`src/design/mtb_pkg.sv`:
```
// Shared constants, types and helpers of the matrix transpose buffer.
// No dependencies; every module names these by mtb_pkg:: scope.
`timescale 1ns / 1ps
`default_nettype none
package mtb_pkg;

  localparam int unsigned MAX_ROWS    = 8;
  localparam int unsigned MAX_COLS    = 8;
  localparam int unsigned DIM_W       = 4;
  localparam int unsigned DATA_W      = 64;
  localparam int unsigned STORE_DEPTH = MAX_ROWS * MAX_COLS;
  localparam int unsigned ADDR_W      = (STORE_DEPTH > 1) ? $clog2(STORE_DEPTH) : 1;
  localparam int unsigned ROW_IDX_W   = (MAX_ROWS > 1) ? $clog2(MAX_ROWS) : 1;
  localparam int unsigned COL_IDX_W   = (MAX_COLS > 1) ? $clog2(MAX_COLS) : 1;
  localparam int unsigned MEM_AW      = ADDR_W + 1;  // one bank bit on top
  localparam int unsigned CNT_W       = ADDR_W + 1;  // can hold STORE_DEPTH itself

  // register indexes on the APB port
  localparam logic REG_ROW_COUNT = 1'b0;
  localparam logic REG_COL_COUNT = 1'b1;

  // memory write port, front -> back
  typedef struct packed {
    logic              en;
    logic [MEM_AW-1:0] addr;
    logic [DATA_W-1:0] low;
    logic [DATA_W-1:0] high;
  } mtb_wr_t;

  // drain command for one full matrix
  typedef struct packed {
    logic             bank;
    logic [DIM_W-1:0] rows;
    logic [DIM_W-1:0] cols;
  } mtb_cmd_t;

  // back tells front that a bank has been fully read
  typedef struct packed {
    logic valid;
    logic bank;
  } mtb_done_t;

  // one staged output word
  typedef struct packed {
    logic [DATA_W-1:0] low;
    logic [DATA_W-1:0] high;
    logic              last;
  } mtb_out_t;

  typedef enum logic [1:0] {
    ST_IDLE  = 2'b01,
    ST_DRAIN = 2'b10
  } mtb_state_e;

  // out-of-range dimension: 0 reads as 1, above max reads as max
  function automatic logic [DIM_W-1:0] clamp_dim(input logic [DIM_W-1:0] v,
                                                 input logic [DIM_W:0]   maxv);
    logic [DIM_W-1:0] r;
    if (v == '0) begin
      r = DIM_W'(1);
    end else if ({1'b0, v} > maxv) begin
      r = maxv[DIM_W-1:0];
    end else begin
      r = v;
    end
    return r;
  endfunction

endpackage
`default_nettype wire

```
`src/design/mtb_cmd_fifo.sv`:
```
// Two-entry queue of drain commands between the fill front and the drain back.
// Depends on mtb_pkg for the command type.
`timescale 1ns / 1ps
`default_nettype none
module mtb_cmd_fifo (
  input  wire logic             clk_i,
  input  wire logic             rst_ni,
  input  wire logic             push_i,
  input  wire mtb_pkg::mtb_cmd_t data_i,
  output logic                  full_o,
  input  wire logic             pop_i,
  output logic                  valid_o,
  output mtb_pkg::mtb_cmd_t     data_o
);

  mtb_pkg::mtb_cmd_t mem_q [2];
  logic       wptr_q, wptr_d;
  logic       rptr_q, rptr_d;
  logic [1:0] cnt_q, cnt_d;
  logic       do_push, do_pop;

  assign full_o  = (cnt_q == 2'd2);
  assign valid_o = (cnt_q != 2'd0);
  assign data_o  = mem_q[rptr_q];
  assign do_push = push_i && !full_o;
  assign do_pop  = pop_i && valid_o;

  always_comb begin
    wptr_d = wptr_q ^ do_push;
    rptr_d = rptr_q ^ do_pop;
    cnt_d  = cnt_q + {1'b0, do_push} - {1'b0, do_pop};
  end

  always_ff @(posedge clk_i or negedge rst_ni) begin
    if (!rst_ni) begin
      wptr_q <= 1'b0;
      rptr_q <= 1'b0;
      cnt_q  <= 2'd0;
    end else begin
      wptr_q <= wptr_d;
      rptr_q <= rptr_d;
      cnt_q  <= cnt_d;
    end
  end

  always_ff @(posedge clk_i) begin
    if (do_push) begin
      mem_q[wptr_q] <= data_i;
    end
  end

endmodule
`default_nettype wire

```
`config.mk`:
```
export PLATFORM = sky130hd
export DESIGN_NAME = mtb_cmd_fifo
export DESIGN_NICKNAME = d
export VERILOG_FILES = /design/src/design/mtb_pkg.sv /design/src/design/mtb_cmd_fifo.sv
export SDC_FILE = /design/constraint.sdc
export NUM_CORES = 1
export LEC_CHECK = 0
export BUFFER_PORTS_ARGS = -buffer_cell sky130_fd_sc_hd__buf_2
export CORE_MARGIN = 1
export CORE_UTILIZATION = 40
export CTS_CLUSTER_SIZE = 40
export DETAILED_ROUTE_END_ITERATION = 6
export PLACE_DENSITY = 0.65
export SYNTH_ARGS = -nofsm -noshare
export SYNTH_HDL_FRONTEND = slang
export SYNTH_SLANG_ARGS = --single-unit
export TNS_END_PERCENT = 30
```
`constraint.sdc`:
```
create_clock -name clk_i -period 2.1 [get_ports clk_i]
set_input_delay 0.105 -clock clk_i [delete_from_list [all_inputs] [get_ports clk_i]]
set_output_delay 0.105 -clock clk_i [all_outputs]
set_load 0.02 [all_outputs]
```
# [Yosys cells after proc, flatten, opt, wreduce, memory -nomap -nowiden]
# Memories as Yosys holds them, arrays and structs flattened.
# Index checks and enable logic that the tools add are counted.
[word_totals] ff_bits=4 ramBits=18 out_inout_bits=11 n_memories=1
[classes] addsub=2 eq_ne=1 n_mux=2 bitwise=2 n_reduce_logical=4
[mem_list] name="mem_q" depth=2 word_bits=9 rd=1 rd_clocked_by_memory_dff=0 wr=1 line_no="mtb_cmd_fifo.sv:16" rtl="mtb_pkg::mtb_cmd_t mem_q [2];"
[op_table] cell="adder 2 x 1 -> 2 bit" n=1
[op_table] cell="== test 2 bit, second input constant" n=1
[op_table] cell="logical AND 1 bit" n=2
[op_table] cell="two-way mux 1 bit" n=2
[op_table] cell="nonzero test 2 bit" n=1
[op_table] cell="subtractor 2 x 1 -> 2 bit" n=1
[op_table] cell="XOR 1 bit" n=2
[op_table] cell="zero test 1 bit" n=1

# [Logic depth before layout (Yosys ltp)]
# Gate-level depths: netlist of run 1.
[logic_depth] word_depth=5 depth_mapped=7

# [Worst setup path before layout of run 1]
# No wires, ideal clock.
[synth_timing] path_kind="flip-flop to flip-flop" start="reg cnt_q[1]" end="reg cnt_q[1]" setup_ns=0.123 t_arrival_ns=1.325 setup_slack_ns=0.652 path_stages_with_launch=7 path_buffers=0 cell_sequence="dfrtp_1 o21a_2 ha_1 inv_1 ha_1 xnor2_1 xnor2_1"
[synth_via] elab_chain_len=5
[synth_rtl] item="start: declaration" line_no="mtb_cmd_fifo.sv:19" rtl="logic [1:0] cnt_q, cnt_d;"
[synth_rtl] item="start signal: assignment" line_no="mtb_cmd_fifo.sv:42" rtl="cnt_q <= cnt_d;"
[synth_rtl] item="== test 2 bit" line_no="mtb_cmd_fifo.sv:22" rtl="assign full_o = (cnt_q == 2'd2);"
[synth_rtl] item="zero test 1 bit" line_no="mtb_cmd_fifo.sv:25" rtl="assign do_push = push_i && !full_o;"
[synth_rtl] item="logical AND 1 bit" line_no="mtb_cmd_fifo.sv:25"
[synth_rtl] item="adder 2 x 1 -> 2 bit" line_no="mtb_cmd_fifo.sv:31" rtl="cnt_d = cnt_q + {1'b0, do_push} - {1'b0, do_pop};"
[synth_rtl] item="subtractor 2 x 1 -> 2 bit (*)" line_no="mtb_cmd_fifo.sv:31"
[synth_rtl] item="named net cnt_d[1]" line_no="mtb_cmd_fifo.sv:19"
# Mark *: on every way through the listed nets, which the timed path passes. The rest lies on a longest branch.

==> metrics.yaml, run 1 <==
critical_path:
  path_max_fanout: 10
  rrSetupSlack_ps: 550
  worst_setup_path_end_kind: "output pin"
  worst_ep_required_time_ps: 2000
  path_class: "reg -> out"
  r2r-start: "cnt_q[1]"
  setup.worst_path.start_class: "flop"
  rr_worst_depth: 6
  worstReg2RegEnd: "cnt_q[1]"
  arrival_ps: 1540
detailed_routing:
  drc_errors: 0
  vias: 496
  drt-met1-wl_um: 538
  dr.pass1.iters: 4
  wl_met2_um: 534
  viasPerCell: 4.47
  wl_mm: 1.17
  drt.antenna.violating_nets: 0
  wl_per_cell_um: 10.5
  drt-initial-drc-count: 6
  highest_layer: "met4"
  met3_length_um: 58
floorplanning:
  dieArea_um2: 2470
  io_pins: 24
  core_area_um2: 2040
  rows: 16
  start_util: 0.445
  fp.dieH_um: 49.7
  die_width_um: 49.7
synth:
  synth_nets: 65
  yosysWarnings: 0
  synth.avg_cell_area_um2: 19.0
  synth_seq_cells: 22
  ys_seq_area_frac: 0.704
  ys_types: 13
  syn_inst: 48
  synthesis.area_um2: 910
grt:
  overflow: 0
  antenna_found_initial: 0
  grtUsageTotal: 0.108
  grt_pass1_wl_mm: 1.84
  first_global_vias: 422
  grt_max_degree: 14
flow_run:
  drv_cap: 0
outcome:
  status: "completed"
timing:
  clock.fmax_mhz: 607
  fin_worst_skew_ps: 7.70
  setup_viol: 0
  tightestPinTransition_ps: 595
  final-hold-violation-count: 0
  slew_viol_final: 0
  rsz0062_at_grt: "no"
  period_needed_ps: 1650
  tns_ps: 0
  fin_crit_sh: 0.785
  slew_headroom: 0.603
clock_network:
  cts_buffers: 3
  htree_levels: 1
  cts_resized: 0
  clkTransAtPathRegs_ps: 110
  clock_path_buffers: 2
  cts_tree: "done"
  clock_latency_ps: 310
  clock_sinks: 22
  cts_root_buf: "clkbuf_4"
hold_path:
  worstHoldStart: "pop_i"
  hold_class: "in -> reg"
  min_to: "rptr_q"
  whs_path_depth: 3
finish:
  finalNonFillerCells: 111
  utilization: 0.588
  area_growth_pct: 31.9
  layout_commonest_cell: "buf_2"
  num_antenna_cells: 0
  final_cell_mix: "23 x buf_2, 18 x edfxtp_1, 10 x dlygate4sd3_1"
  fillers: 186
  drive_above_1_share: 0.440
  final_nets: 102
power_and_ir_drop:
  power_mw: 1.60
  p_leak_nw: 0.525
  powerDensity_nw_per_um2: 1330
  vdd_drop_max_v: 0.000812
placed_design:
  hpwl_um: 792
  place_inst: 97
  portBuffers: 23
  gp_congestion: 0.708
## worst max-delay path by stage
stage                         from     endpoint  slack (ps)  cells past startpoint
final                       rptr_q    data_o[4]         450                      2
after global routing        rptr_q    data_o[7]         380                      2
after CTS                   rptr_q    data_o[4]         430                      2
after detailed placement  cnt_q[1]     cnt_q[1]         590                      6
after global placement    cnt_q[0]  mem_q[1][5]         610                      3
after floorplan           cnt_q[1]     cnt_q[1]         650                      6
## final cells by class
type                            instances  area (um2)  share of cell area
Clock buffer                            3        22.5              0.0188
Clock inverter                          1        30.0              0.0250
Inverter                                4        15.0              0.0125
Multi-Input combinational cell         21         243               0.202
Sequential cell                        22         641               0.534
Tap cell                               27        33.8              0.0282
Timing Repair Buffer                   33         215               0.179
## critical path, cell delays in order (launching register included)
cell and delay (ps):
dfrtp_1 740, mux2_4 350, buf_2 160
## state kept, by name (all words and copies together) (netlist names)
signal,count
cnt_q,2
mem_q,18
wptr_q,1
rptr_q,1
## logic make-up (layout without fill, tap and decap cells)
| group | Yosys count | after routing | share of synthesized area |
|---|---|---|---|
| adder cells (fa/ha/maj) | 4 | 4 | 0.0550 |
| AND/OR/NAND/NOR | 4 | 4 | 0.0248 |
| buffers and inverters | 5 | 41 | 0.0289 |
| AO/OA/AOI/OAI | 1 | 1 | 0.00963 |
| XOR/XNOR | 3 | 3 | 0.0289 |
| multiplexers | 9 | 9 | 0.149 |
| flip-flops | 22 | 22 | 0.704 |
## report_power, final
group | switching [mW] | leakage, nW | internal [mW] | total [mW]
Combinational | 0.286 | 0.283 | 0.297 | 0.584
Clock | 0.121 | 0.0279 | 0.193 | 0.314
Sequential | 0.0954 | 0.214 | 0.609 | 0.704
Total | 0.503 | 0.525 | 1.10 | 1.60
## synth_stat cells
cell type / n / share of area
buf_6: 1 / 0.012
nand2_1: 1 / 0.0041
dfrtp_1: 4 / 0.11
inv_1: 4 / 0.017
and2_1: 1 / 0.0069
or2_1: 1 / 0.0069
ha_1: 4 / 0.055
o21a_2: 1 / 0.0096
mux2_4: 9 / 0.15
nand2b_1: 1 / 0.0069
edfxtp_1: 18 / 0.59
xnor2_1: 2 / 0.019
xor2_1: 1 / 0.0096
## routing by layer
metal,global-route usage,vias to the layer above
met4,0.0857,0
li1,-,244
met1,0.145,228
met5,0,-
met3,0.0185,5
met2,0.153,19
## metrics by stage
stage	setup slack, ps	instance area, um2	hold slack (ps)
global placement	613	1050	-82.5
floorplan	652	910	-191
finish	451	1200	105
CTS	426	1200	100
global route	379	1200	103
detailed placement	594	1050	-83.4
## timing repair
item / 4_1_cts / 5_1_grt
setup buffers: 0 / 0
endpoints found under the hold margin: 22 / 0
setup endpoints to repair: 0 / 0
hold buffers: 10 / 0
(Power assumes the default switching activity.)
==> run 2, diff against run 1 <==
--- a/config.mk
+++ b/config.mk
@@ -5,6 +5,7 @@
 export SDC_FILE = /design/constraint.sdc
 export NUM_CORES = 1
 export LEC_CHECK = 0
+export ABC_AREA = 1
 export BUFFER_PORTS_ARGS = -buffer_cell sky130_fd_sc_hd__buf_2
 export CORE_MARGIN = 1
 export CORE_UTILIZATION = 40
==> constraint.sdc (replaced) <==
create_clock -name clk_i -period 1.7 [get_ports clk_i]
set_input_delay 0.085 -clock clk_i [delete_from_list [all_inputs] [get_ports clk_i]]
set_output_delay 0.085 -clock clk_i [all_outputs]
set_load 0.02 [all_outputs]
==> run 2 against run 1 <==
Hold slack worse by 53 ps. Non-clock buffer count unchanged. Synthesized area shrank 0.28%. Clock power down 26%. Synthesized cell count rose by 60%. Total power rose by 15%. Setup slack worse by 240 ps. Design area decreased by 2.4%. Global-route usage increased by 3.1 points. Largest cell class unchanged. Largest power group unchanged. Highest routed layer unchanged.
==> metrics.yaml, run 2 <==
timing:
  holdWs_ps: 52.6  # -52.6 ps
  period_needed_ps: 1490
  tns_ps: 0  # unchanged
  final-hold-violation-count: 0  # unchanged
  setup_viol: 0  # unchanged
  rsz0062_at_grt: "no"
  tightestPinTransition_ps: 455  # -140 ps
  fin_worst_skew_ps: 7.04  # -0.666 ps
  slew_viol_final: 0  # unchanged
  fin_crit_sh: 0.874
  clock.fmax_mhz: 673
  setup_slack_ps: 214  # -238 ps
  slew_headroom: 0.697  # +0.0932
placed_design:
  hpwl_um: 990  # +25%
  gp_congestion: 0.839  # +18%
  place_area_um2: 1040  # -0.24%
  place_inst: 126  # +30%
  portBuffers: 23  # unchanged
  pre_cts_ws_ps: 267  # -327 ps
finish:
  largest_reg_flops: 18  # unchanged
  utilization: 0.574  # -0.0141
  num_antenna_cells: 0  # unchanged
  final_nets: 131  # +28%
  layout_commonest_cell: "nand2_1"
  finalNonFillerCells: 140  # +26%
  final_cell_mix: "34 x nand2_1, 23 x buf_2, 18 x edfxtp_1"
  top_regs: "mem_q x18, cnt_q x2"
  drive_above_1_share: 0.283  # -0.157
  area_growth_pct: 29.1
  postLayoutCellArea_um2: 1170  # -2.4%
  regMostFlops: "mem_q"
floorplanning:
  rows: 16  # unchanged
  fp.dieH_um: 49.6  # -0.13%
  start_util: 0.444  # -0.00123
  die_width_um: 49.6  # -0.13%
  io_pins: 24  # unchanged
  core_area_um2: 2040  # unchanged
  dieArea_um2: 2460  # -0.26%
grt:
  antenna_found_initial: 0  # unchanged
  first_global_vias: 603  # +43%
  grtUsageTotal: 0.139  # +0.0312
  overflow: 0  # unchanged
  grt_pass1_wl_mm: 2.55  # +39%
  grt_max_degree: 13  # -1
synth:
  netlist_top_cells_count: "34 x nand2_1, 18 x edfxtp_1, 7 x inv_1"
  synth.most_common_cell: "nand2_1"
  synth.avg_cell_area_um2: 11.8  # -38%
  synth_nets: 94  # +45%
  ys_seq_area_frac: 0.706  # +0.00194
  async_flop_share: 0.182  # unchanged
  synth_top_cell_area_share: 0.596  # +0.00164
  synth_flop_cell: "edfxtp_1"
  yosysWarnings: 0  # unchanged
  synth_edf_count: 18  # unchanged
  syn_inst: 77  # +60%
  ys_types: 12  # -1
  synthesis.area_um2: 907  # -0.28%
  ys_top_cells_by_area: "edfxtp_1 60%, nand2_1 14%, dfrtp_1 11%"
  yosysTopAreaCell: "edfxtp_1"
  synth_seq_cells: 22  # unchanged
clock_network:
  cts_resized: 0  # unchanged
  hold_buffers: 10  # unchanged
  cts_setup_buffers: 0  # unchanged
  clkTransAtPathRegs_ps: 110  # about the same
  cts_root_buf: "clkbuf_4"
  clock_latency_ps: 290  # -20 ps
  clock_sinks: 22  # unchanged
  htree_levels: 1  # unchanged
  cts_tree: "done"
  cts_buffers: 3  # unchanged
  clock_path_buffers: 2  # unchanged
critical_path:
  worst_setup_path_end_kind: "output pin"
  cp_top_family: "flip-flops"
  worst_ep_required_time_ps: 1620  # -380 ps
  max_stage_delay_ps: 610  # -130 ps
  crit_buf_inv: 2  # +1
  arrival_ps: 1400  # -140 ps
  crit_top_cell: "nand2_1"
  path_cells: "inv_2, nand2_1, nand2_1, buf_2"
  setup.worst_path.start_class: "flop"
  path_max_fanout: 11  # +1
  cp_slowest_cell: "dfrtp_1"
  path_class: "reg -> out"
detailed_routing:
  drt-initial-drc-count: 12  # +6
  wl_mm: 1.47  # +26%
  drt.antenna.violating_nets: 0  # unchanged
  dr.pass1.iters: 2  # -2
  viasPerCell: 4.32  # -3.3%
  wl_per_cell_um: 10.5  # -0.20%
  drc_errors: 0  # unchanged
  vias: 605  # +22%
flow_run:
  drv_cap: 0  # unchanged
power_and_ir_drop:
  power_mw: 1.84  # +15%
  powerDensity_nw_per_um2: 1570  # +18%
  p_leak_nw: 0.561  # +6.9%
  vdd_drop_max_v: 0.000880  # +8.4%
hold_path:
  hold_class: "in -> reg"
outcome:
  status: "completed"
==> run 2: cell count changes after synthesis, moves of 2 or more <==
cell	before	now
inv_1	4	7
inv_2	0	3
mux2_4	9	0
nand2_1	1	34
nand3_1	0	2
xnor2_1	2	0
==> run 2: tightest hold or removal path, stage by stage <==
cell	delay (ps)
buf_2	110
nand3_1	70
nand2_1	50
==> run 2: power by group <==
| group | leakage, nW | switching, mW | internal, mW |
|---|---|---|---|
| Clock | 0.0150 | 0.141 | 0.0912 |
| Sequential | 0.215 | 0.0947 | 0.750 |
| Combinational | 0.331 | 0.505 | 0.257 |
| Total | 0.561 | 0.740 | 1.10 |
==> run 2: path summary, 6_finish.rpt <==
path                          start           to  slack [ps]  cells after the start
min in group asynchronous    rst_ni     cnt_q[1]         120                      2
max                          rptr_q    data_o[2]         210                      4
max in group asynchronous    rst_ni       rptr_q        1460                      2
max reg2reg                cnt_q[1]  mem_q[0][3]         270                      4
min reg2reg                cnt_q[1]     cnt_q[1]         610                      3
min                           pop_i       rptr_q          50                      3
==> run 2: final cells by class <==
| type | instances | area [um2] |
|---|---|---|
| clock buffers | 4 | 26.3 |
| fillers | 176 | 871 |
| inverters | 10 | 37.5 |
| multi-input cells | 44 | 218 |
| flip-flops and latches | 22 | 641 |
| well taps | 27 | 33.8 |
| repair buffers | 33 | 215 |
==> run 2: logic make-up (layout without fill, tap and decap cells) <==
logic type / count (synthesis) / count (layout) / synth area share
AND/OR/NAND/NOR: 39 / 39 / 0.175
flip-flops: 22 / 22 / 0.706
adder cells (fa/ha/maj): 4 / 4 / 0.0552
buffers and inverters: 11 / 47 / 0.0538
AO/OA/AOI/OAI: 1 / 1 / 0.00966
==> run 2: layer usage <==
metal	vias to the layer above	part of all wire	track usage
li1	318	-	-
met1	275	0.45	0.165
met2	10	0.51	0.250
met3	2	0.033	0.0278
met4	0	0.0088	0.0429
met5	-	0	0
