<file path="src/design/mtb_pkg.sv">
// Shared constants, types and helpers of the matrix transpose buffer.
// No dependencies; every module names these by mtb_pkg:: scope.
`timescale 1ns / 1ps
`default_nettype none
package mtb_pkg;

  localparam int unsigned MAX_ROWS    = 8;
  localparam int unsigned MAX_COLS    = 8;
  localparam int unsigned DIM_W       = 4;
  localparam int unsigned DATA_W      = 64;
  localparam int unsigned STORE_DEPTH = MAX_ROWS * MAX_COLS;
  localparam int unsigned ADDR_W      = (STORE_DEPTH > 1) ? $clog2(STORE_DEPTH) : 1;
  localparam int unsigned ROW_IDX_W   = (MAX_ROWS > 1) ? $clog2(MAX_ROWS) : 1;
  localparam int unsigned COL_IDX_W   = (MAX_COLS > 1) ? $clog2(MAX_COLS) : 1;
  localparam int unsigned MEM_AW      = ADDR_W + 1;  // one bank bit on top
  localparam int unsigned CNT_W       = ADDR_W + 1;  // can hold STORE_DEPTH itself

  // register indexes on the APB port
  localparam logic REG_ROW_COUNT = 1'b0;
  localparam logic REG_COL_COUNT = 1'b1;

  // memory write port, front -> back
  typedef struct packed {
    logic              en;
    logic [MEM_AW-1:0] addr;
    logic [DATA_W-1:0] low;
    logic [DATA_W-1:0] high;
  } mtb_wr_t;

  // drain command for one full matrix
  typedef struct packed {
    logic             bank;
    logic [DIM_W-1:0] rows;
    logic [DIM_W-1:0] cols;
  } mtb_cmd_t;

  // back tells front that a bank has been fully read
  typedef struct packed {
    logic valid;
    logic bank;
  } mtb_done_t;

  // one staged output word
  typedef struct packed {
    logic [DATA_W-1:0] low;
    logic [DATA_W-1:0] high;
    logic              last;
  } mtb_out_t;

  typedef enum logic [1:0] {
    ST_IDLE  = 2'b01,
    ST_DRAIN = 2'b10
  } mtb_state_e;

  // out-of-range dimension: 0 reads as 1, above max reads as max
  function automatic logic [DIM_W-1:0] clamp_dim(input logic [DIM_W-1:0] v,
                                                 input logic [DIM_W:0]   maxv);
    logic [DIM_W-1:0] r;
    if (v == '0) begin
      r = DIM_W'(1);
    end else if ({1'b0, v} > maxv) begin
      r = maxv[DIM_W-1:0];
    end else begin
      r = v;
    end
    return r;
  endfunction

endpackage
`default_nettype wire

</file>
<file path="src/design/mtb_front.sv">
// Fill side: accepts words, writes them column-major into the current bank,
// and queues a drain command when a matrix is complete. Depends on mtb_pkg.
`timescale 1ns / 1ps
`default_nettype none
module mtb_front (
  input  wire logic                        clk_i,
  input  wire logic                        rst_ni,
  input  wire logic                        in_valid_i,
  output logic                             in_ready_o,
  input  wire logic [mtb_pkg::DATA_W-1:0]  elem_low_i,
  input  wire logic [mtb_pkg::DATA_W-1:0]  elem_high_i,
  input  wire logic [mtb_pkg::DIM_W-1:0]   row_count_i,
  input  wire logic [mtb_pkg::DIM_W-1:0]   col_count_i,
  input  wire logic                        cfg_clear_i,
  input  wire mtb_pkg::mtb_done_t          done_i,
  input  wire logic                        fifo_full_i,
  output mtb_pkg::mtb_wr_t                 wr_o,
  output logic                             push_o,
  output mtb_pkg::mtb_cmd_t                cmd_o
);

  logic [mtb_pkg::DIM_W-1:0]  rows, cols;
  logic [mtb_pkg::CNT_W-1:0]  total, fill_inc;
  logic [mtb_pkg::ADDR_W-1:0] fill_q, fill_d;
  logic                       bank_q, bank_d;
  logic [1:0]                 busy_q, busy_d;
  logic                       accept, complete;

  always_comb begin
    rows  = mtb_pkg::clamp_dim(row_count_i, (mtb_pkg::DIM_W + 1)'(mtb_pkg::MAX_ROWS));
    cols  = mtb_pkg::clamp_dim(col_count_i, (mtb_pkg::DIM_W + 1)'(mtb_pkg::MAX_COLS));
    total = mtb_pkg::CNT_W'(rows) * mtb_pkg::CNT_W'(cols);
  end

  // a bank is writable only once the back has read all of it
  assign in_ready_o = !busy_q[bank_q] && !fifo_full_i;
  assign accept     = in_valid_i && in_ready_o;
  assign fill_inc   = {1'b0, fill_q} + mtb_pkg::CNT_W'(1);
  assign complete   = accept && (fill_inc >= total);

  always_comb begin
    wr_o.en   = accept;
    wr_o.addr = {bank_q, fill_q};
    wr_o.low  = elem_low_i;
    wr_o.high = elem_high_i;
    push_o    = complete;
    cmd_o.bank = bank_q;
    cmd_o.rows = rows;
    cmd_o.cols = cols;
  end

  always_comb begin
    fill_d = fill_q;
    bank_d = bank_q;
    busy_d = busy_q;
    if (done_i.valid) begin
      busy_d[done_i.bank] = 1'b0;
    end
    if (complete) begin
      fill_d         = '0;
      bank_d         = ~bank_q;
      busy_d[bank_q] = 1'b1;
    end else if (accept) begin
      fill_d = fill_inc[mtb_pkg::ADDR_W-1:0];
    end
    if (cfg_clear_i) begin
      fill_d = '0;
    end
  end

  always_ff @(posedge clk_i or negedge rst_ni) begin
    if (!rst_ni) begin
      fill_q <= '0;
      bank_q <= 1'b0;
      busy_q <= 2'b00;
    end else begin
      fill_q <= fill_d;
      bank_q <= bank_d;
      busy_q <= busy_d;
    end
  end

endmodule
`default_nettype wire

</file>
<file path="config.mk">
export PLATFORM = sky130hd
export DESIGN_NAME = mtb_front
export DESIGN_NICKNAME = d
export VERILOG_FILES = /design/src/design/mtb_pkg.sv /design/src/design/mtb_front.sv
export SDC_FILE = /design/constraint.sdc
export NUM_CORES = 1
export LEC_CHECK = 0
export BUFFER_PORTS_ARGS = -buffer_cell sky130_fd_sc_hd__buf_2
export CORE_AREA = 2 2 112 114
export DETAILED_ROUTE_END_ITERATION = 8
export DIE_AREA = 0 0 114 116
export MAX_ROUTING_LAYER = met4
export PLACE_DENSITY = 0.55
export RECOVER_POWER = 25
export SLEW_MARGIN = 10
export SYNTH_ARGS = -nofsm -noshare
export SYNTH_HDL_FRONTEND = slang
export SYNTH_SLANG_ARGS = --single-unit
</file>
<file path="constraint.sdc">
create_clock -name clk_i -period 7.4 [get_ports clk_i]
set_clock_uncertainty 0.15 [all_clocks]
set_input_delay 1.48 -clock clk_i [delete_from_list [all_inputs] [get_ports clk_i]]
set_output_delay 1.48 -clock clk_i [all_outputs]
set_load 0.05 [all_outputs]
</file>
Word-level counts from Yosys, hierarchy flattened
Index checks and enable logic that the tools add are counted.

Register bits: 9. Bits of input ports: 143. Output and inout port bits: 147.

$add $sub $neg: 1. Multiply operators: 1. Magnitude comparators: 7. Muxes and demuxes: 15. Bitwise gates (word level): 4. Reduce and logical (&&, ||, !) cells: 10.

Operators by type and width (number): $mux W6 (3); $mux W4 (4); $gt A4 B4 Y1 const B (2); $logic_not A4 Y1 (2); $add A6 B1 Y7 const B (1); $ge A7 B7 Y1 (1); $mul A4 B4 Y7 (1); $logic_and A1 B1 Y1 (5); $lt A1 B2 Y1 const B (2); $mux W1 (4); $mux W2 (2); $reduce_bool A3 Y1 (1); $and A2 B2 Y2 (1); $demux W1 S1 (2); $ge A1 B1 Y1 const B (2); $logic_not A1 Y1 (2); $not A2 Y2 (1); $or A2 B2 Y2 (1); $not A1 Y1 (1).

Logic depth before layout (Yosys ltp)
Gate-level depths: netlist of the first run.

Word-level depth: 9. Gate-level depth with buffers: 19. Gate-level depth less buffers: 19.

Worst setup path before layout of the first run
Ideal clock, no wire load.

Path kind: input to output. Start: input port row_count_i[3] (netlist name). End: output port push_o. Data arrival time: 5.399 ns. Setup slack: 0.371 ns. Stages: 18. Path through: inv_1 o21ai_0 inv_1 nand2_1 fa_1 inv_1 fa_1 inv_1 fa_1 inv_1 a21o_1 a21oi_1 xnor2_1 ha_1 and3_4 a221o_1 a31oi_4 nor2_2.

RTL lines: start, declared (RTL line mtb_front.sv:12) `input wire logic [mtb_pkg::DIM_W-1:0] row_count_i,`; end, declared (RTL line mtb_front.sv:18) `output logic push_o,`.

Worst setup path after layout of the first run
Start: input port row_count_i[3] (netlist name). End: output port push_o.

Cells in the longest elaborated chain, start to end: 6. Elaborated cells on any way between the ends: 7.

Ends and longest elaborated chain: $gt A4 B4 Y1 (RTL line mtb_pkg.sv:61) `end else if ({1'b0, v} > maxv) begin`; $mux W4 (RTL line mtb_pkg.sv:61); $mux W4 (*) (RTL line mtb_pkg.sv:59) `if (v == '0) begin`; $mul A4 B4 Y7 (*) (RTL line mtb_front.sv:32) `total = mtb_pkg::CNT_W'(rows) * mtb_pkg::CNT_W'(cols);`; $ge A7 B7 Y1 (*) (RTL line mtb_front.sv:39) `assign complete = accept && (fill_inc >= total);`; $logic_and A1 B1 Y1 (*) (RTL line mtb_front.sv:39).

Mark *: on every way between the ends. The rest lies on a longest branch, timed or not.

==> metrics.md, run 1 <==
| Metric | Value |
|---|---|
| Outcome | finished, final reports clean |
| Placed wire-length estimate | 3060 µm |
| Slew HR | 56.1% |
| IO buf count | 33 |
| Top Ports | 290 |
| Die height | 116 µm |
| CTS buffer count | 3 |
| Layout Nets | 328 |
| Nature of the critical path endpoint | output pin |
| Most Frequent Cell on Critical Path | inv_1 |
| Max Slew Vio Count | 0 |
| Number of max-cap violations | 0 |
| WP data arrival | 5.40 ns |
| CTS clk-pin slew, worst paths | 0.04 ns |
| Flop2flop setup slack | 4.61 ns |
| Synth-to-layout area growth | -27.6% |
| FF-to-FF Start | fill_q[0] |
| Sequential share of the synthesized area | 11.0% |
| Clk sinks | 9 |
| Hold Crit Depth | 1 |
| 1st-iter DRT viols | 10 |
| Setup TNS | 0 ns |
| Power per standard cell area | 174 nW/µm² |
| Leakage | 0.754 nW |
| Root buf cell | clkbuf_16 |
| Worst setup path category | input port to output pin |
| Max rail drop VDD | 81.7 µV |
| Worst min-delay path startpoint | busy_q[0] |
| DRC errors left | 0 |
| Core Box Area | 11900 µm² |
| # resized after CTS | 0 |
| Startpoint Class | input port |
| Max incr delay on CP | 0.53 ns |
| Die width | 114 µm |
| Vias | 1106 |
| WL final | 3600 µm |
| Tot GR Track Use | 5.32% |
| Total congestion overflow | 0 |
| GPL Wtd Cong | 0.784 |
| Fill count | 1338 |
| Final Hold Viols | 0 |
| ANT cells | 0 |
| Post-Synthesis Cells | 257 |
| Routed vias/inst | 3.58 |
| Worst Tran Pin Value | 0.661 ns |
| CTS max path bufs | 2 |
| Reg2Reg Depth | 10 |
| H-tree depth | 1 |
| Initial DRT Pass Iterations | 4 |
| Synth warn | 0 |
| RSZ-0062 raised after global routing | no |
| Crit-path cells | buf_2, inv_1, o21ai_0, inv_1, nand2_1, fa_1, inv_1, fa_1, inv_1, fa_1, inv_1, a21o_1, a21oi_1, xnor2_1, ha_1, and3_4, a221o_1, a31oi_4, nor2_2, buf_2 |
| Endpoints failing setup | 0 |
| DR WL/cell | 11.6 µm |
| Largest net degree at the start of global routing | 10 |
| Mapped Nets | 422 |
| Top Family by Delay on Critical Path | adder cells |
| Critical-path top delay cell | fa_1 |
| Min cycle time layout | 7.03 ns |
| Postcts setup bufs | 0 |
| Initial antenna violation count | 0 |
| Crit path buf inv count | 7 |
| Worst hold path type | flop to flop |
| WP data required | 5.77 ns |
| Syn Area/Cell | 7.99 µm² |
| Share of cells above drive strength 1 | 19.8% |
| Area of the mapped netlist | 2050 µm² |
| Hold buffer count at CTS | 0 |
| Fin cells | 309 |
| Fmax | 142 MHz |
| Part of the cycle the worst path needs | 95.0% |
| Starting Density | 17.2% |
| Vias in the first global route | 1208 |
| Die area | 13200 µm² |
| Cell variety after synth | 30 |
| Placed Cells | 305 |
| CP Max Fanout | 6 |
| Routed Antenna Nets | 0 |
| Clk_lat worst skew | 0.23 ns |
| First-pass GRT wire length | 5470 µm |
| Num rows | 40 |
| R2r endpoint | fill_q[0] |
| Endpoint, Worst Hold | busy_q[0] |
| Synth Register Bits | 9 |
| CTS tree | yes |
## synthesized netlist by cell type
cell	number	area share, %
xor2_1	4	1.7
a221o_1	1	0.49
a211o_1	1	0.43
and2_1	2	0.61
nor2_2	1	0.30
a211oi_1	1	0.37
a22o_1	2	0.85
o21a_1	1	0.37
nor2_1	16	2.9
nand2_1	13	2.4
and3_4	1	0.55
nor2b_1	1	0.30
ha_1	18	11
a32o_1	3	1.5
fa_1	4	3.9
a31oi_4	1	1.0
buf_4	131	48
nand3_1	3	0.73
nand3b_1	2	0.73
or2_2	1	0.30
dfrtp_1	9	11
xnor2_1	6	2.6
nand4b_1	1	0.43
a21oi_1	3	0.73
a31oi_1	1	0.30
nand2b_1	4	1.2
clkbuf_1	2	0.37
a21o_1	3	1.1
o21ai_0	3	0.73
inv_1	18	3.3
## cells in the final DEF (no fill, tap or decap), types with 2 or more instances in the layout
| cell | n |
|---|---|
| buf_2 | 24 |
| inv_1 | 18 |
| ha_1 | 18 |
| nor2_1 | 16 |
| nand2_1 | 13 |
| clkbuf_1 | 10 |
| dfrtp_1 | 9 |
| xnor2_1 | 6 |
| nand2b_1 | 4 |
| xor2_1 | 4 |
| fa_1 | 4 |
| o21ai_0 | 3 |
| a21o_1 | 3 |
| a21oi_1 | 3 |
| nand3_1 | 3 |
| a32o_1 | 3 |
| clkbuf_16 | 3 |
| and2_1 | 2 |
| a22o_1 | 2 |
| nand3b_1 | 2 |
## worst reg2reg max path: stages, from the launching register on
cell	delay (ns)
dfrtp_1	0.44
ha_1	0.29
nand3_1	0.12
xnor2_1	0.25
ha_1	0.28
and3_4	0.18
a221o_1	0.38
a31oi_4	0.19
buf_4	0.17
nand3b_1	0.11
o21ai_0	0.16
## power breakdown
group | switching (mW) | total [mW] | leakage [nW] | internal [mW]
sequential | 0.00688 | 0.0622 | 0.122 | 0.0553
clock | 0.0221 | 0.0940 | 0.0382 | 0.0719
combinational | 0.0733 | 0.103 | 0.593 | 0.0298
## cell families (layout without fill, tap and decap cells)
group / after synthesis / in the layout / synth area share [%]
flip-flops: 9 / 9 / 11.0
AO/OA/AOI/OAI: 20 / 20 / 7.86
XOR/XNOR: 10 / 10 / 4.27
adder cells (fa/ha/maj): 22 / 22 / 14.9
AND/OR/NAND/NOR: 45 / 45 / 10.5
buffers and inverters: 151 / 56 / 51.6
## final cells by class
type	instances	area, µm²	area share [%]
multi-input cells	97	769	51.8
flip-flops and latches	9	225	15.2
well taps	147	184	12.4
repair buffers	34	161	10.9
clock buffers	4	78.8	5.30
inverters	18	67.6	4.55
## worst max path at each step
stage,startpoint,end,slack (ns),cells past startpoint
floorplan,row_count_i[3],push_o,0.37,18
global route,row_count_i[3],push_o,0.1,20
global placement,row_count_i[3],push_o,0.40,20
finish,row_count_i[3],push_o,0.37,20
detailed placement,row_count_i[3],push_o,0.34,20
CTS,row_count_i[3],push_o,0.33,20
## metal layers
metal  part of all wire (%)  GRT usage, %
met1                     31          4.25
met3                     11          1.57
met5                      0             -
met4                    8.2          5.69
met2                     50          9.33
## state kept, by name (all words and copies together) (netlist names)
name,flops
bank_q,1
busy_q,2
fill_q,6
## through the flow
step                      hold slack (ns)  instance area (µm²)  worst slack, ns  total power, mW  util (%)
after CTS                           0.343                 1500            0.330            0.264      12.6
after global placement              0.337                 1420            0.404            0.168      11.9
after floorplan                     0.308                 2050            0.371            0.336         -
after global routing                0.367                 1490           0.0966            0.274      12.5
final                               0.339                 1490            0.370            0.259      12.5
after detailed placement            0.326                 1420            0.338            0.170      11.9
Power figures use the tool's default switching activity.
==> run 2, diff against run 1 <==
Settings changed: ABC_AREA from default to 0.
Clock period 7.4 ns to 6.69 ns, I/O delays scaled along.
==> run 2 against run 1 <==
  * Cell area is 5.6% higher
  * Global-route usage is 0.20 points higher
  * Flip-flop and latch count stayed put
  * Power is 14% higher
  * Hold slack better by 0.014 ns
  * Critical endpoint unchanged
  * Highest routed layer unchanged
==> metrics.md, run 2 (same netlist as run 1, synthesis figures left out) <==
| Metric | Value |
|---|---|
| Outcome | finished, final reports clean |
| Min cycle time layout | 6.52 ns |
| Slew HR | 56.6% (+0.47 points) |
| Min setup slack post-route | 0.171 ns (-0.199 ns) |
| Tot GR Track Use | 5.52% (+0.20 points) |
| Startpoint Class | input port |
| Layout Nets | 338 (+3.0%) |
| CTS buffer count | 3 (unchanged) |
| Biggest regs | fill_q (6), busy_q (2), bank_q (1) |
| Placed Cells | 313 (+2.6%) |
| Most frequent cells in the layout | 23 x buf_2, 18 x ha_1, 16 x nor2_1, 15 x inv_1 |
| Top Ports | 290 (unchanged) |
| Core Box Area | 11900 µm² (unchanged) |
| Worst hold path type | flop to flop |
| 1st-iter DRT viols | 31 (+21) |
| WP data arrival | 5.03 ns (-0.37 ns) |
| Worst min-delay path startpoint | busy_q[1] |
| Routed vias/inst | 3.67 (+2.5%) |
| Max Slew Vio Count | 0 (unchanged) |
| Max rail drop VDD | 52.5 µV (-36%) |
| Root buf cell | clkbuf_16 |
| Die width | 114 µm (unchanged) |
| Clk_lat worst skew | 0.24 ns (about the same) |
| Area after DPL | 1480 µm² (+4.5%) |
| DRC errors left | 0 (unchanged) |
| Number of max-cap violations | 0 (unchanged) |
| Largest Register | fill_q |
| WHS | 0.353 ns (+0.0137 ns) |
| Max FFs per register | 6 (unchanged) |
| Util after Layout | 13.2% (+0.70 points) |
| Most common cell after layout, fill and taps aside | buf_2 |
| CTS clk-pin slew, worst paths | 0.04 ns (about the same) |
| Power per standard cell area | 189 nW/µm² (+8.3%) |
| Initial antenna violation count | 0 (unchanged) |
| Dpl ws | -0.00288 ns (-0.341 ns) |
| Flop2flop setup slack | 3.77 ns (-0.84 ns) |
| Final Hold Viols | 0 (unchanged) |
| CTS max path bufs | 2 (unchanged) |
| Endpoint, Worst Hold | busy_q[1] |
| Hold buffer count at CTS | 0 (unchanged) |
| Total congestion overflow | 0 (unchanged) |
| Vias in the first global route | 1147 (-5.0%) |
| CTS tree | yes |
| IO buf count | 33 (unchanged) |
| Largest net degree at the start of global routing | 10 (unchanged) |
| ANT cells | 0 (unchanged) |
| Placed wire-length estimate | 3110 µm (+1.6%) |
| Fin cells | 319 (+3.2%) |
| Part of the cycle the worst path needs | 97.4% |
| WP data required | 5.20 ns (-0.57 ns) |
| Worst Tran Pin Value | 0.654 ns (-0.00700 ns) |
| Initial DRT Pass Iterations | 4 (unchanged) |
| Nature of the critical path endpoint | output pin |
| Die height | 116 µm (unchanged) |
| Clk sinks | 9 (unchanged) |
| Starting Density | 17.2% (unchanged) |
| Vias | 1170 (+5.8%) |
| Routed Antenna Nets | 0 (unchanged) |
| Worst setup path category | input port to output pin |
| Num rows | 40 (unchanged) |
| First-pass GRT wire length | 5580 µm (+2.0%) |
| WL final | 3710 µm (+3.2%) |
| GPL Wtd Cong | 0.810 (+3.4%) |
| Fmax | 153 MHz |
| H-tree depth | 1 (unchanged) |
| Endpoints failing setup | 0 (unchanged) |
| DR WL/cell | 11.6 µm (about the same) |
| CP Max Fanout | 3 (-3) |
| FF-to-FF Start | fill_q[0] |
| Synth-to-layout area growth | -23.5% |
| R2r endpoint | fill_q[1] |
| Post-Layout Inst Area | 1570 µm² (+5.6%) |
| Worst Setup SP | col_count_i[3] |
| Die area | 13200 µm² (unchanged) |
| Hold Crit Depth | 1 (unchanged) |
| Reg2Reg Depth | 11 (+1) |
| Share of cells above drive strength 1 | 26.7% (+7.0 points) |
| Leakage | 0.789 nW (+4.8%) |
[run 2: critical path: stages]
cell	delay, ns
buf_2	0.11
nand2b_1	0.15
inv_1	0.07
nand2_1	0.07
fa_1	0.54
inv_1	0.05
fa_1	0.52
inv_1	0.07
fa_1	0.43
inv_1	0.06
a21o_1	0.11
a21oi_1	0.07
xnor2_1	0.12
ha_1	0.30
and3_4	0.20
a221o_1	0.38
a31oi_4	0.18
nor2_2	0.06
buf_4	0.19
[run 2: cell type report]
| class | instances | area, µm² |
|---|---|---|
| Sequential cell | 9 | 225 |
| Timing Repair Buffer | 44 | 239 |
| Clock buffer | 4 | 78.8 |
| Tap cell | 147 | 184 |
| Inverter | 18 | 71.3 |
| Fill cell | 1351 | 10300 |
| Multi-Input combinational cell | 97 | 772 |
[run 2: through the flow]
stage / TNS, ns / total power, mW
after floorplan: 0 / 0.372
after global placement: 0 / 0.188
after detailed placement: -0.00288 / 0.190
after CTS: 0 / 0.300
after global routing: -0.00123 / 0.313
final: 0 / 0.297
[run 2: how the worst max path moves through the flow]
stage | cells after the start | slack [ns] | endpoint
final | 19 | 0.17 | push_o
after global placement | 20 | 0.05 | push_o
after floorplan | 17 | 0.03 | push_o
after CTS | 20 | 0.07 | push_o
after detailed placement | 20 | -0.003 | push_o
after global routing | 19 | -0.001 | push_o
[run 2: timing repair]
item	in CTS	in global routing
pin swaps	0	1
hold endpoints to repair	0	0
buffers inserted	1	1
resized for setup	0	5
endpoints found under the setup margin	1	1
[run 2: metal layers]
metal	track usage [%]	up-vias	routed length [µm]
li1	-	519	-
met4	6.42	0	319
met5	-	-	0
met1	4.54	534	1140
met2	9.09	69	1860
met3	1.88	48	392
[run 2: report_power, final]
group,internal [mW],switching [mW]
Sequential,0.0612,0.00791
Combinational,0.0379,0.0830
Clock,0.0797,0.0269
